File: src/rtl/ftqr_pkg.sv
`default_nettype none

package ftqr_pkg;

    localparam int unsigned OP_W     = 2;
    localparam int unsigned TASK_W   = 16;
    localparam int unsigned STATUS_W = 2;
    localparam int unsigned COUNT_W  = 5;

    typedef enum logic [OP_W-1:0] {
        OP_ADD    = 2'd0,
        OP_FINISH = 2'd1,
        OP_PEEK   = 2'd2,
        OP_NONE   = 2'd3
    } t_op;

    typedef enum logic [STATUS_W-1:0] {
        ST_OK        = 2'd0,
        ST_EMPTY     = 2'd1,
        ST_FULL      = 2'd2,
        ST_NOT_FOUND = 2'd3
    } t_status;

    typedef enum logic [2:0] {
        S_IDLE,
        S_SCAN_RD,
        S_SCAN_CMP,
        S_SHIFT_RD,
        S_SHIFT_WR,
        S_DONE
    } t_state;

endpackage

`default_nettype wire

File: src/rtl/ftqr_if.sv
`default_nettype none

// operation channel
interface ftqr_in_if import ftqr_pkg::*; ();
    logic              valid;
    logic              ready;
    logic [OP_W-1:0]   operation;
    logic [TASK_W-1:0] task_id;

    modport source (output valid, output operation, output task_id, input ready);
    modport sink   (input valid, input operation, input task_id, output ready);
endinterface

// result channel
interface ftqr_out_if import ftqr_pkg::*; ();
    logic                valid;
    logic                ready;
    logic [STATUS_W-1:0] status;
    logic [TASK_W-1:0]   front_id;
    logic [COUNT_W-1:0]  entry_count;

    modport source (output valid, output status, output front_id, output entry_count,
                    input ready);
    modport sink   (input valid, input status, input front_id, input entry_count,
                    output ready);
endinterface

`default_nettype wire

File: src/rtl/ftqr_store.sv
`default_nettype none

module ftqr_store #(
    parameter int unsigned DEPTH    = 16,
    parameter int unsigned ID_WIDTH = 16,
    localparam int unsigned AW      = (DEPTH > 1) ? $clog2(DEPTH) : 1
) (
    input  wire logic                i_clk,
    input  wire logic                i_we,
    input  wire logic [AW-1:0]       i_waddr,
    input  wire logic [ID_WIDTH-1:0] i_wdata,
    input  wire logic [AW-1:0]       i_raddr,
    output logic      [ID_WIDTH-1:0] o_rdata
);

    logic [ID_WIDTH-1:0] r_mem [DEPTH];

    // one write port, one registered read port
    always_ff @(posedge i_clk) begin
        if (i_we) begin
            r_mem[i_waddr] <= i_wdata;
        end
        o_rdata <= r_mem[i_raddr];
    end

endmodule

`default_nettype wire

File: src/rtl/fifo_task_queue_with_removal_unit.sv
// channel   dir  handshake     payload
// i_in      in   valid/ready   operation[1:0], task_id[15:0]
// o_out     out  valid/ready   status[1:0], front_id[15:0], entry_count[4:0]
//
// add, peek and the unused code: result goes through S_DONE into the output register;
// the next item is accepted only once the unit is back in S_IDLE
// a finish reads and compares the entries one at a time up to the match, then
// moves up the entries behind it, each with a read and a write; this pace is
// set by the single read port of the id store and the one shared id comparator
// reset clears the length, the sequencer and the output valid; the store itself is not cleared
// a result waits in the output register while the next item is accepted;
// the sequencer stalls in its final state only if that register is still full
`default_nettype none

module fifo_task_queue_with_removal_unit import ftqr_pkg::*; #(
    parameter int unsigned DEPTH    = 16,
    parameter int unsigned ID_WIDTH = 16
) (
    input  wire logic  i_clk,
    input  wire logic  i_rst_n,
    ftqr_in_if.sink    i_in,
    ftqr_out_if.source o_out
);

    localparam int unsigned AW = (DEPTH > 1) ? $clog2(DEPTH) : 1;
    localparam int unsigned LW = $clog2(DEPTH + 1);

    // sequencer and queue bookkeeping
    t_state              r_state, n_state;
    logic [LW-1:0]       r_len, n_len;       // entries queued
    logic [LW-1:0]       r_idx, n_idx;       // scan / shift position
    logic [ID_WIDTH-1:0] r_id, n_id;         // id being searched for
    logic [ID_WIDTH-1:0] r_front, n_front;   // copy of the front entry
    t_status             r_status, n_status;

    // output register
    logic                r_out_valid, n_out_valid;
    t_status             r_out_status, n_out_status;
    logic [TASK_W-1:0]   r_out_front, n_out_front;
    logic [COUNT_W-1:0]  r_out_count, n_out_count;

    // store port
    logic                mem_we;
    logic [AW-1:0]       mem_waddr;
    logic [ID_WIDTH-1:0] mem_wdata;
    logic [AW-1:0]       mem_raddr;
    logic [ID_WIDTH-1:0] mem_rdata;

    logic                in_fire;
    logic                out_free;
    logic                full;
    logic                id_match;          // the shared comparator
    logic                idx_last;          // r_idx is the last queued entry
    logic [LW-1:0]       idx_inc;
    logic [ID_WIDTH-1:0] in_id;
    t_op                 in_op;

    assign in_fire  = i_in.valid && i_in.ready;
    assign out_free = !r_out_valid || o_out.ready;
    assign full     = (r_len >= LW'(DEPTH));
    assign in_id    = ID_WIDTH'(i_in.task_id);
    assign in_op    = t_op'(i_in.operation);
    assign id_match = (mem_rdata == r_id);
    assign idx_inc  = LW'(r_idx + 1'b1);
    assign idx_last = (idx_inc >= r_len);

    assign i_in.ready = (r_state == S_IDLE);

    ftqr_store #(
        .DEPTH    (DEPTH),
        .ID_WIDTH (ID_WIDTH)
    ) u_store (
        .i_clk   (i_clk),
        .i_we    (mem_we),
        .i_waddr (mem_waddr),
        .i_wdata (mem_wdata),
        .i_raddr (mem_raddr),
        .o_rdata (mem_rdata)
    );

    // next state
    always_comb begin
        n_state = r_state;
        unique case (r_state)
            S_IDLE: begin
                if (in_fire) begin
                    if (in_op == OP_FINISH && r_len != '0) begin
                        n_state = S_SCAN_RD;
                    end else begin
                        n_state = S_DONE;
                    end
                end
            end
            S_SCAN_RD:  n_state = S_SCAN_CMP;
            S_SCAN_CMP: begin
                priority if (id_match) begin
                    n_state = S_SHIFT_RD;
                end else if (idx_last) begin
                    n_state = S_DONE;
                end else begin
                    n_state = S_SCAN_RD;
                end
            end
            S_SHIFT_RD: n_state = idx_last ? S_DONE : S_SHIFT_WR;
            S_SHIFT_WR: n_state = S_SHIFT_RD;
            S_DONE:     n_state = out_free ? S_IDLE : S_DONE;
            default:    n_state = S_IDLE;
        endcase
    end

    // datapath and store control
    always_comb begin
        n_len        = r_len;
        n_idx        = r_idx;
        n_id         = r_id;
        n_front      = r_front;
        n_status     = r_status;
        n_out_valid  = r_out_valid && !o_out.ready;
        n_out_status = r_out_status;
        n_out_front  = r_out_front;
        n_out_count  = r_out_count;
        mem_we       = 1'b0;
        mem_waddr    = r_idx[AW-1:0];
        mem_wdata    = mem_rdata;
        mem_raddr    = r_idx[AW-1:0];
        unique case (r_state)
            S_IDLE: begin
                if (in_fire) begin
                    n_id     = in_id;
                    n_idx    = '0;
                    n_status = ST_OK;
                    unique case (in_op)
                        OP_ADD: begin
                            if (full) begin
                                n_status = ST_FULL;
                            end else begin
                                // append at the back
                                mem_we    = 1'b1;
                                mem_waddr = r_len[AW-1:0];
                                mem_wdata = in_id;
                                n_len     = LW'(r_len + 1'b1);
                                if (r_len == '0) begin
                                    n_front = in_id;
                                end
                            end
                        end
                        OP_FINISH: begin
                            if (r_len == '0) begin
                                n_status = ST_NOT_FOUND;
                            end
                        end
                        OP_PEEK: begin
                            if (r_len == '0) begin
                                n_status = ST_EMPTY;
                            end
                        end
                        OP_NONE: n_status = ST_OK;
                        default: n_status = ST_OK;
                    endcase
                end
            end
            S_SCAN_RD: begin
                mem_raddr = r_idx[AW-1:0];
            end
            S_SCAN_CMP: begin
                // first match stays at r_idx and becomes the hole to close
                if (!id_match) begin
                    if (idx_last) begin
                        n_status = ST_NOT_FOUND;
                    end else begin
                        n_idx = idx_inc;
                    end
                end
            end
            S_SHIFT_RD: begin
                if (idx_last) begin
                    n_len = LW'(r_len - 1'b1);
                end else begin
                    mem_raddr = idx_inc[AW-1:0];
                end
            end
            S_SHIFT_WR: begin
                // move the next entry up by one place
                mem_we    = 1'b1;
                mem_waddr = r_idx[AW-1:0];
                mem_wdata = mem_rdata;
                if (r_idx == '0) begin
                    n_front = mem_rdata;
                end
                n_idx = idx_inc;
            end
            S_DONE: begin
                if (out_free) begin
                    n_out_valid  = 1'b1;
                    n_out_status = r_status;
                    n_out_front  = (r_len == '0) ? '0 : TASK_W'(r_front);
                    n_out_count  = COUNT_W'(r_len);
                end
            end
            default: n_out_valid = r_out_valid;
        endcase
    end

    // control state
    always_ff @(posedge i_clk) begin
        if (!i_rst_n) begin
            r_state     <= S_IDLE;
            r_len       <= '0;
            r_out_valid <= 1'b0;
        end else begin
            r_state     <= n_state;
            r_len       <= n_len;
            r_out_valid <= n_out_valid;
        end
    end

    // payload
    always_ff @(posedge i_clk) begin
        r_idx        <= n_idx;
        r_id         <= n_id;
        r_front      <= n_front;
        r_status     <= n_status;
        r_out_status <= n_out_status;
        r_out_front  <= n_out_front;
        r_out_count  <= n_out_count;
    end

    assign o_out.valid       = r_out_valid;
    assign o_out.status      = r_out_status;
    assign o_out.front_id    = r_out_front;
    assign o_out.entry_count = r_out_count;

endmodule

`default_nettype wire

File: src/flat_wrapper.sv
// flat-port wrapper written by rule: the top's interface ports become plain ports
module fifo_task_queue_with_removal_unit_flat import ftqr_pkg::*;
#(
    parameter int unsigned DEPTH    = 16,
    parameter int unsigned ID_WIDTH = 16
)
  (i_clk, i_rst_n, i_in_valid, i_in_operation, i_in_task_id, i_in_ready, o_out_valid, o_out_status, o_out_front_id, o_out_entry_count, o_out_ready);
  ftqr_in_if i_in_i ();
  ftqr_out_if o_out_i ();
  input  wire logic i_clk;
  input  wire logic i_rst_n;
  input wire logic [$bits(i_in_i.valid)-1:0] i_in_valid;
  input wire logic [$bits(i_in_i.operation)-1:0] i_in_operation;
  input wire logic [$bits(i_in_i.task_id)-1:0] i_in_task_id;
  output wire logic [$bits(i_in_i.ready)-1:0] i_in_ready;
  output wire logic [$bits(o_out_i.valid)-1:0] o_out_valid;
  output wire logic [$bits(o_out_i.status)-1:0] o_out_status;
  output wire logic [$bits(o_out_i.front_id)-1:0] o_out_front_id;
  output wire logic [$bits(o_out_i.entry_count)-1:0] o_out_entry_count;
  input wire logic [$bits(o_out_i.ready)-1:0] o_out_ready;
  assign i_in_i.valid = i_in_valid;
  assign i_in_i.operation = i_in_operation;
  assign i_in_i.task_id = i_in_task_id;
  assign i_in_ready = i_in_i.ready;
  assign o_out_valid = o_out_i.valid;
  assign o_out_status = o_out_i.status;
  assign o_out_front_id = o_out_i.front_id;
  assign o_out_entry_count = o_out_i.entry_count;
  assign o_out_i.ready = o_out_ready;
  fifo_task_queue_with_removal_unit #(.DEPTH(DEPTH), .ID_WIDTH(ID_WIDTH)) u_core (.i_clk(i_clk), .i_rst_n(i_rst_n), .i_in(i_in_i), .o_out(o_out_i));
endmodule
File: config.mk
export PLATFORM = sky130hd
export DESIGN_NAME = fifo_task_queue_with_removal_unit_flat
export DESIGN_NICKNAME = d
export VERILOG_FILES = /design/src/rtl/ftqr_pkg.sv /design/src/rtl/ftqr_if.sv /design/src/rtl/ftqr_store.sv /design/src/rtl/fifo_task_queue_with_removal_unit.sv /design/src/flat_wrapper.sv
export SDC_FILE = /design/constraint.sdc
export NUM_CORES = 1
export LEC_CHECK = 0
export BUFFER_PORTS_ARGS = -buffer_cell sky130_fd_sc_hd__buf_2
export CORE_ASPECT_RATIO = 1.5
export CORE_MARGIN = 1
export CORE_UTILIZATION = 35
export CTS_BUF_LIST = sky130_fd_sc_hd__clkbuf_8
export DETAILED_ROUTE_END_ITERATION = 8
export SLEW_MARGIN = 20
export SYNTH_ARGS = -nofsm -noshare
export SYNTH_HDL_FRONTEND = slang
export SYNTH_HIERARCHICAL = 1
export SYNTH_SLANG_ARGS = --single-unit
File: constraint.sdc
create_clock -name i_clk -period 7.8 [get_ports i_clk]
set_input_delay 1.56 -clock i_clk [delete_from_list [all_inputs] [get_ports i_clk]]
set_output_delay 1.56 -clock i_clk [all_outputs]
set_load 0.02 [all_outputs]
==> flow_metrics.env <==
export IMPL_synth_area_mm2=0.0136
export IMPL_syn_num_nets=733
export IMPL_setup_viol=0
export IMPL_synth_edf_count=318
export IMPL_wl_mm=29.6
export IMPL_dpl_cell_area_mm2=0.0144
export IMPL_first_global_vias=7088
export IMPL_vias_per_cell=5.07
export IMPL_regArea_mm2=0.0100
export IMPL_fin_tns_setup_ns=0
export IMPL_hp_class="register to register"
export IMPL_io_pins=47
export IMPL_wl_per_cell_um=22.5
export IMPL_numCtsBuffers=47
export IMPL_power_density_mw_per_mm2=366
export IMPL_fin_crit_sh_pct=58.6
export IMPL_post_route_min_period_ns=4.57
export IMPL_synth_top_cell_by_area="edfxtp_1"
export IMPL_syn2layout_area_growth_pct=12.6
export IMPL_ir_drop_mv=0.232
export IMPL_cp_required_ns=8.23
export IMPL_start_kind="register"
export IMPL_portBuffers=46
export IMPL_max_freq_mhz=219
export IMPL_antenna_found_initial=1
export IMPL_clock_latency_ns=0.58
export IMPL_die_height_um=244
export IMPL_start_util_pct=35.5
export IMPL_cts_sinks=343
export IMPL_dr_pass1_iters=4
export IMPL_grt_pass1_wl_mm=44.4
export IMPL_clockRootBuffer="clkbuf_8"
export IMPL_die_area_mm2=0.0397
export IMPL_num_vias=6650
export IMPL_synthCells=700
export IMPL_ctsResizeCount=0
export IMPL_gr_total_overflow=0
export IMPL_cts_tree="built"
export IMPL_ys_seq_area_share_pct=73.7
export IMPL_synth_commonest_cells="edfxtp_1, mux4_2, mux2_2"
export IMPL_clockBufferDepth=3
export IMPL_yosysTopAreaCellShare_pct=70.1
export IMPL_cts_htree_levels=2
export IMPL_final_core_util_pct=39.9
export IMPL_fin_nets=809
export IMPL_rsz0062_at_grt="false"
export IMPL_synth_area_leaders="edfxtp_1, mux4_2, dfxtp_1"
export IMPL_multi_input_area_mm2=0.00340
export IMPL_post_cts_setup_buffers=0
export IMPL_drt_drc_violations_left=0
export IMPL_synthArstFlopShare_pct=0
export IMPL_row_count=88
export IMPL_endpoint_kind="register"
export IMPL_drtIter0Drc=433
export IMPL_cp_max_fo=36
export IMPL_status="finished clean"
export IMPL_fp_dieW_um=163
export IMPL_syn_area_per_cell_um2=19.5
export IMPL_crit_type="register to register"
export IMPL_synth_cell_types=50
export IMPL_crit_chain="ha_1, nand3_1, xnor2_1, ha_1, a211oi_1, o211ai_1, and2_1, nor2_1, xnor2_2, buf_4, buf_4, mux4_2, a22oi_1, nand2_1"
export IMPL_final_hold_viol_count=0
export IMPL_synthFlopType="edfxtp_1"
export IMPL_place_congestion=0.831
export IMPL_fin_skew_ns=0.0220
export IMPL_grt_max_degree=37
export IMPL_finalMaxSlewViolations=0
export IMPL_cp_arrival_ns=5.00
export IMPL_ctsHoldBuffers=0
export IMPL_tightest_slew_ns=1.06
export IMPL_track_usage_pct=15.4
export IMPL_core_mm2=0.0384
export IMPL_leakagePower_nw=5.04
export IMPL_layout_drive_gt1_share_pct=28.5
export IMPL_maxSlewHeadroom_pct=29.2
export IMPL_setup_ws_ns=3.23
export IMPL_dp_final_hpwl_mm=19.6
export IMPL_path_clk_slew_ns=0.07
export IMPL_postRouteAntennaNets=0
export IMPL_final_fill_count=3368
export IMPL_place_ws_ns=2.94
export IMPL_ys_seq_elements=343
export IMPL_design_area_mm2=0.0153
export IMPL_max_cap_viol_count=0
export IMPL_critical_path_slowest_cell="buf_4"
export IMPL_yosysMostFrequentCell="edfxtp_1"
export IMPL_yosysWarnings=6
export IMPL_critical_path_max_stage_delay_ns=0.68
report_power, final:
group,leakage [nW],total [W],switching [W],internal (W)
Combinational,1.43,0.00173,0.00109,0.000638
Clock,0.509,0.00130,0.000654,0.000648
Sequential,3.10,0.00258,0.000118,0.00246
Total,5.04,0.00562,0.00187,0.00375
area by class of cell:
cell class                      instances  share of cell area [%]
Sequential cell                       343                    65.5
Timing Repair Buffer                   59                    2.14
Multi-Input combinational cell        315                    22.2
Inverter                               10                   0.326
Clock inverter                         36                    1.15
Clock buffer                           52                    4.66
Antenna cell                            1                  0.0163
Tap cell                              495                    4.04
cells by family after synthesis:
| family | after synthesis | synth area share (%) |
|---|---|---|
| flip-flops | 343 | 73.7 |
| multiplexers | 103 | 14.0 |
| AO/OA/AOI/OAI | 60 | 3.27 |
| AND/OR/NAND/NOR | 115 | 4.48 |
| XOR/XNOR | 26 | 1.67 |
| adder cells (fa/ha/maj) | 11 | 1.07 |
| buffers and inverters | 42 | 1.74 |
cells in the final DEF, fill, tap and decap left out, types with 3 or more instances in the layout:
cell type,count
clkinv_1,14
nand2_1,29
mux2i_1,4
nor2_1,7
xor2_1,20
buf_2,46
dfxtp_1,25
ha_1,10
nand2b_1,6
clkbuf_8,52
a21oi_1,3
mux4_2,54
nor2b_1,23
nand3_1,5
mux4_1,10
nor3b_1,3
xnor2_1,5
mux2_2,35
buf_4,13
and2_1,7
a22oi_1,32
nor3_2,4
nor2_2,13
clkinv_2,5
o21a_1,4
edfxtp_1,318
inv_1,23
o21ai_0,4
nor4_1,4
nand3b_1,3
through the flow:
step / hold WS (ns) / instances / total power [W]
floorplan: 0.400 / 700 / 0.00377
global placement: 0.406 / 1222 / 0.00436
detailed placement: 0.416 / 1222 / 0.00439
CTS: 0.425 / 1310 / 0.00571
global route: 0.430 / 1311 / 0.00590
finish: 0.425 / 1311 / 0.00562
sequential cells by signal (all words and copies together), names as in the netlist:
| name | flops |
|---|---|
| u_core/o_out.entry_count | 5 |
| u_core/o_out.valid | 1 |
| u_core/r_id | 16 |
| u_core/u_store/r_mem | 256 |
| u_core/r_len | 5 |
| u_core/o_out.front_id | 16 |
| u_core/r_status | 2 |
| u_core/u_store/o_rdata | 16 |
| u_core/r_idx | 5 |
| u_core/o_out.status | 2 |
| u_core/r_front | 16 |
| u_core/r_state | 3 |
critical path: cells and delay by family, from the launching register on:
kind,cells,cell delay [ns]
compound gates,3,0.59
mux,1,0.63
simple gates,4,0.70
buf+inv,2,1.17
xor+xnor,2,0.30
flops,1,0.45
fa+ha+maj,2,0.55
per-layer routing:
layer,track usage [%],vias to the layer above,part of all wire [%]
met3,2.52,69,4.3
met1,16.4,3437,36
li1,-,2972,-
met2,27.4,172,53
met4,11.0,0,7.1
met5,0,-,0
final timing paths:
path | start | end | slack (ns) | cells after the start
min reg2reg | u_core/r_status[1] | u_core/o_out.status[1] | 0.42 | 0
max reg2reg | u_core/r_idx[0] | u_core/u_store/o_rdata[5] | 3.23 | 14
min | u_core/r_status[1] | u_core/o_out.status[1] | 0.42 | 0
max | u_core/r_idx[0] | u_core/u_store/o_rdata[5] | 3.23 | 14
(Power assumes the default switching activity.)
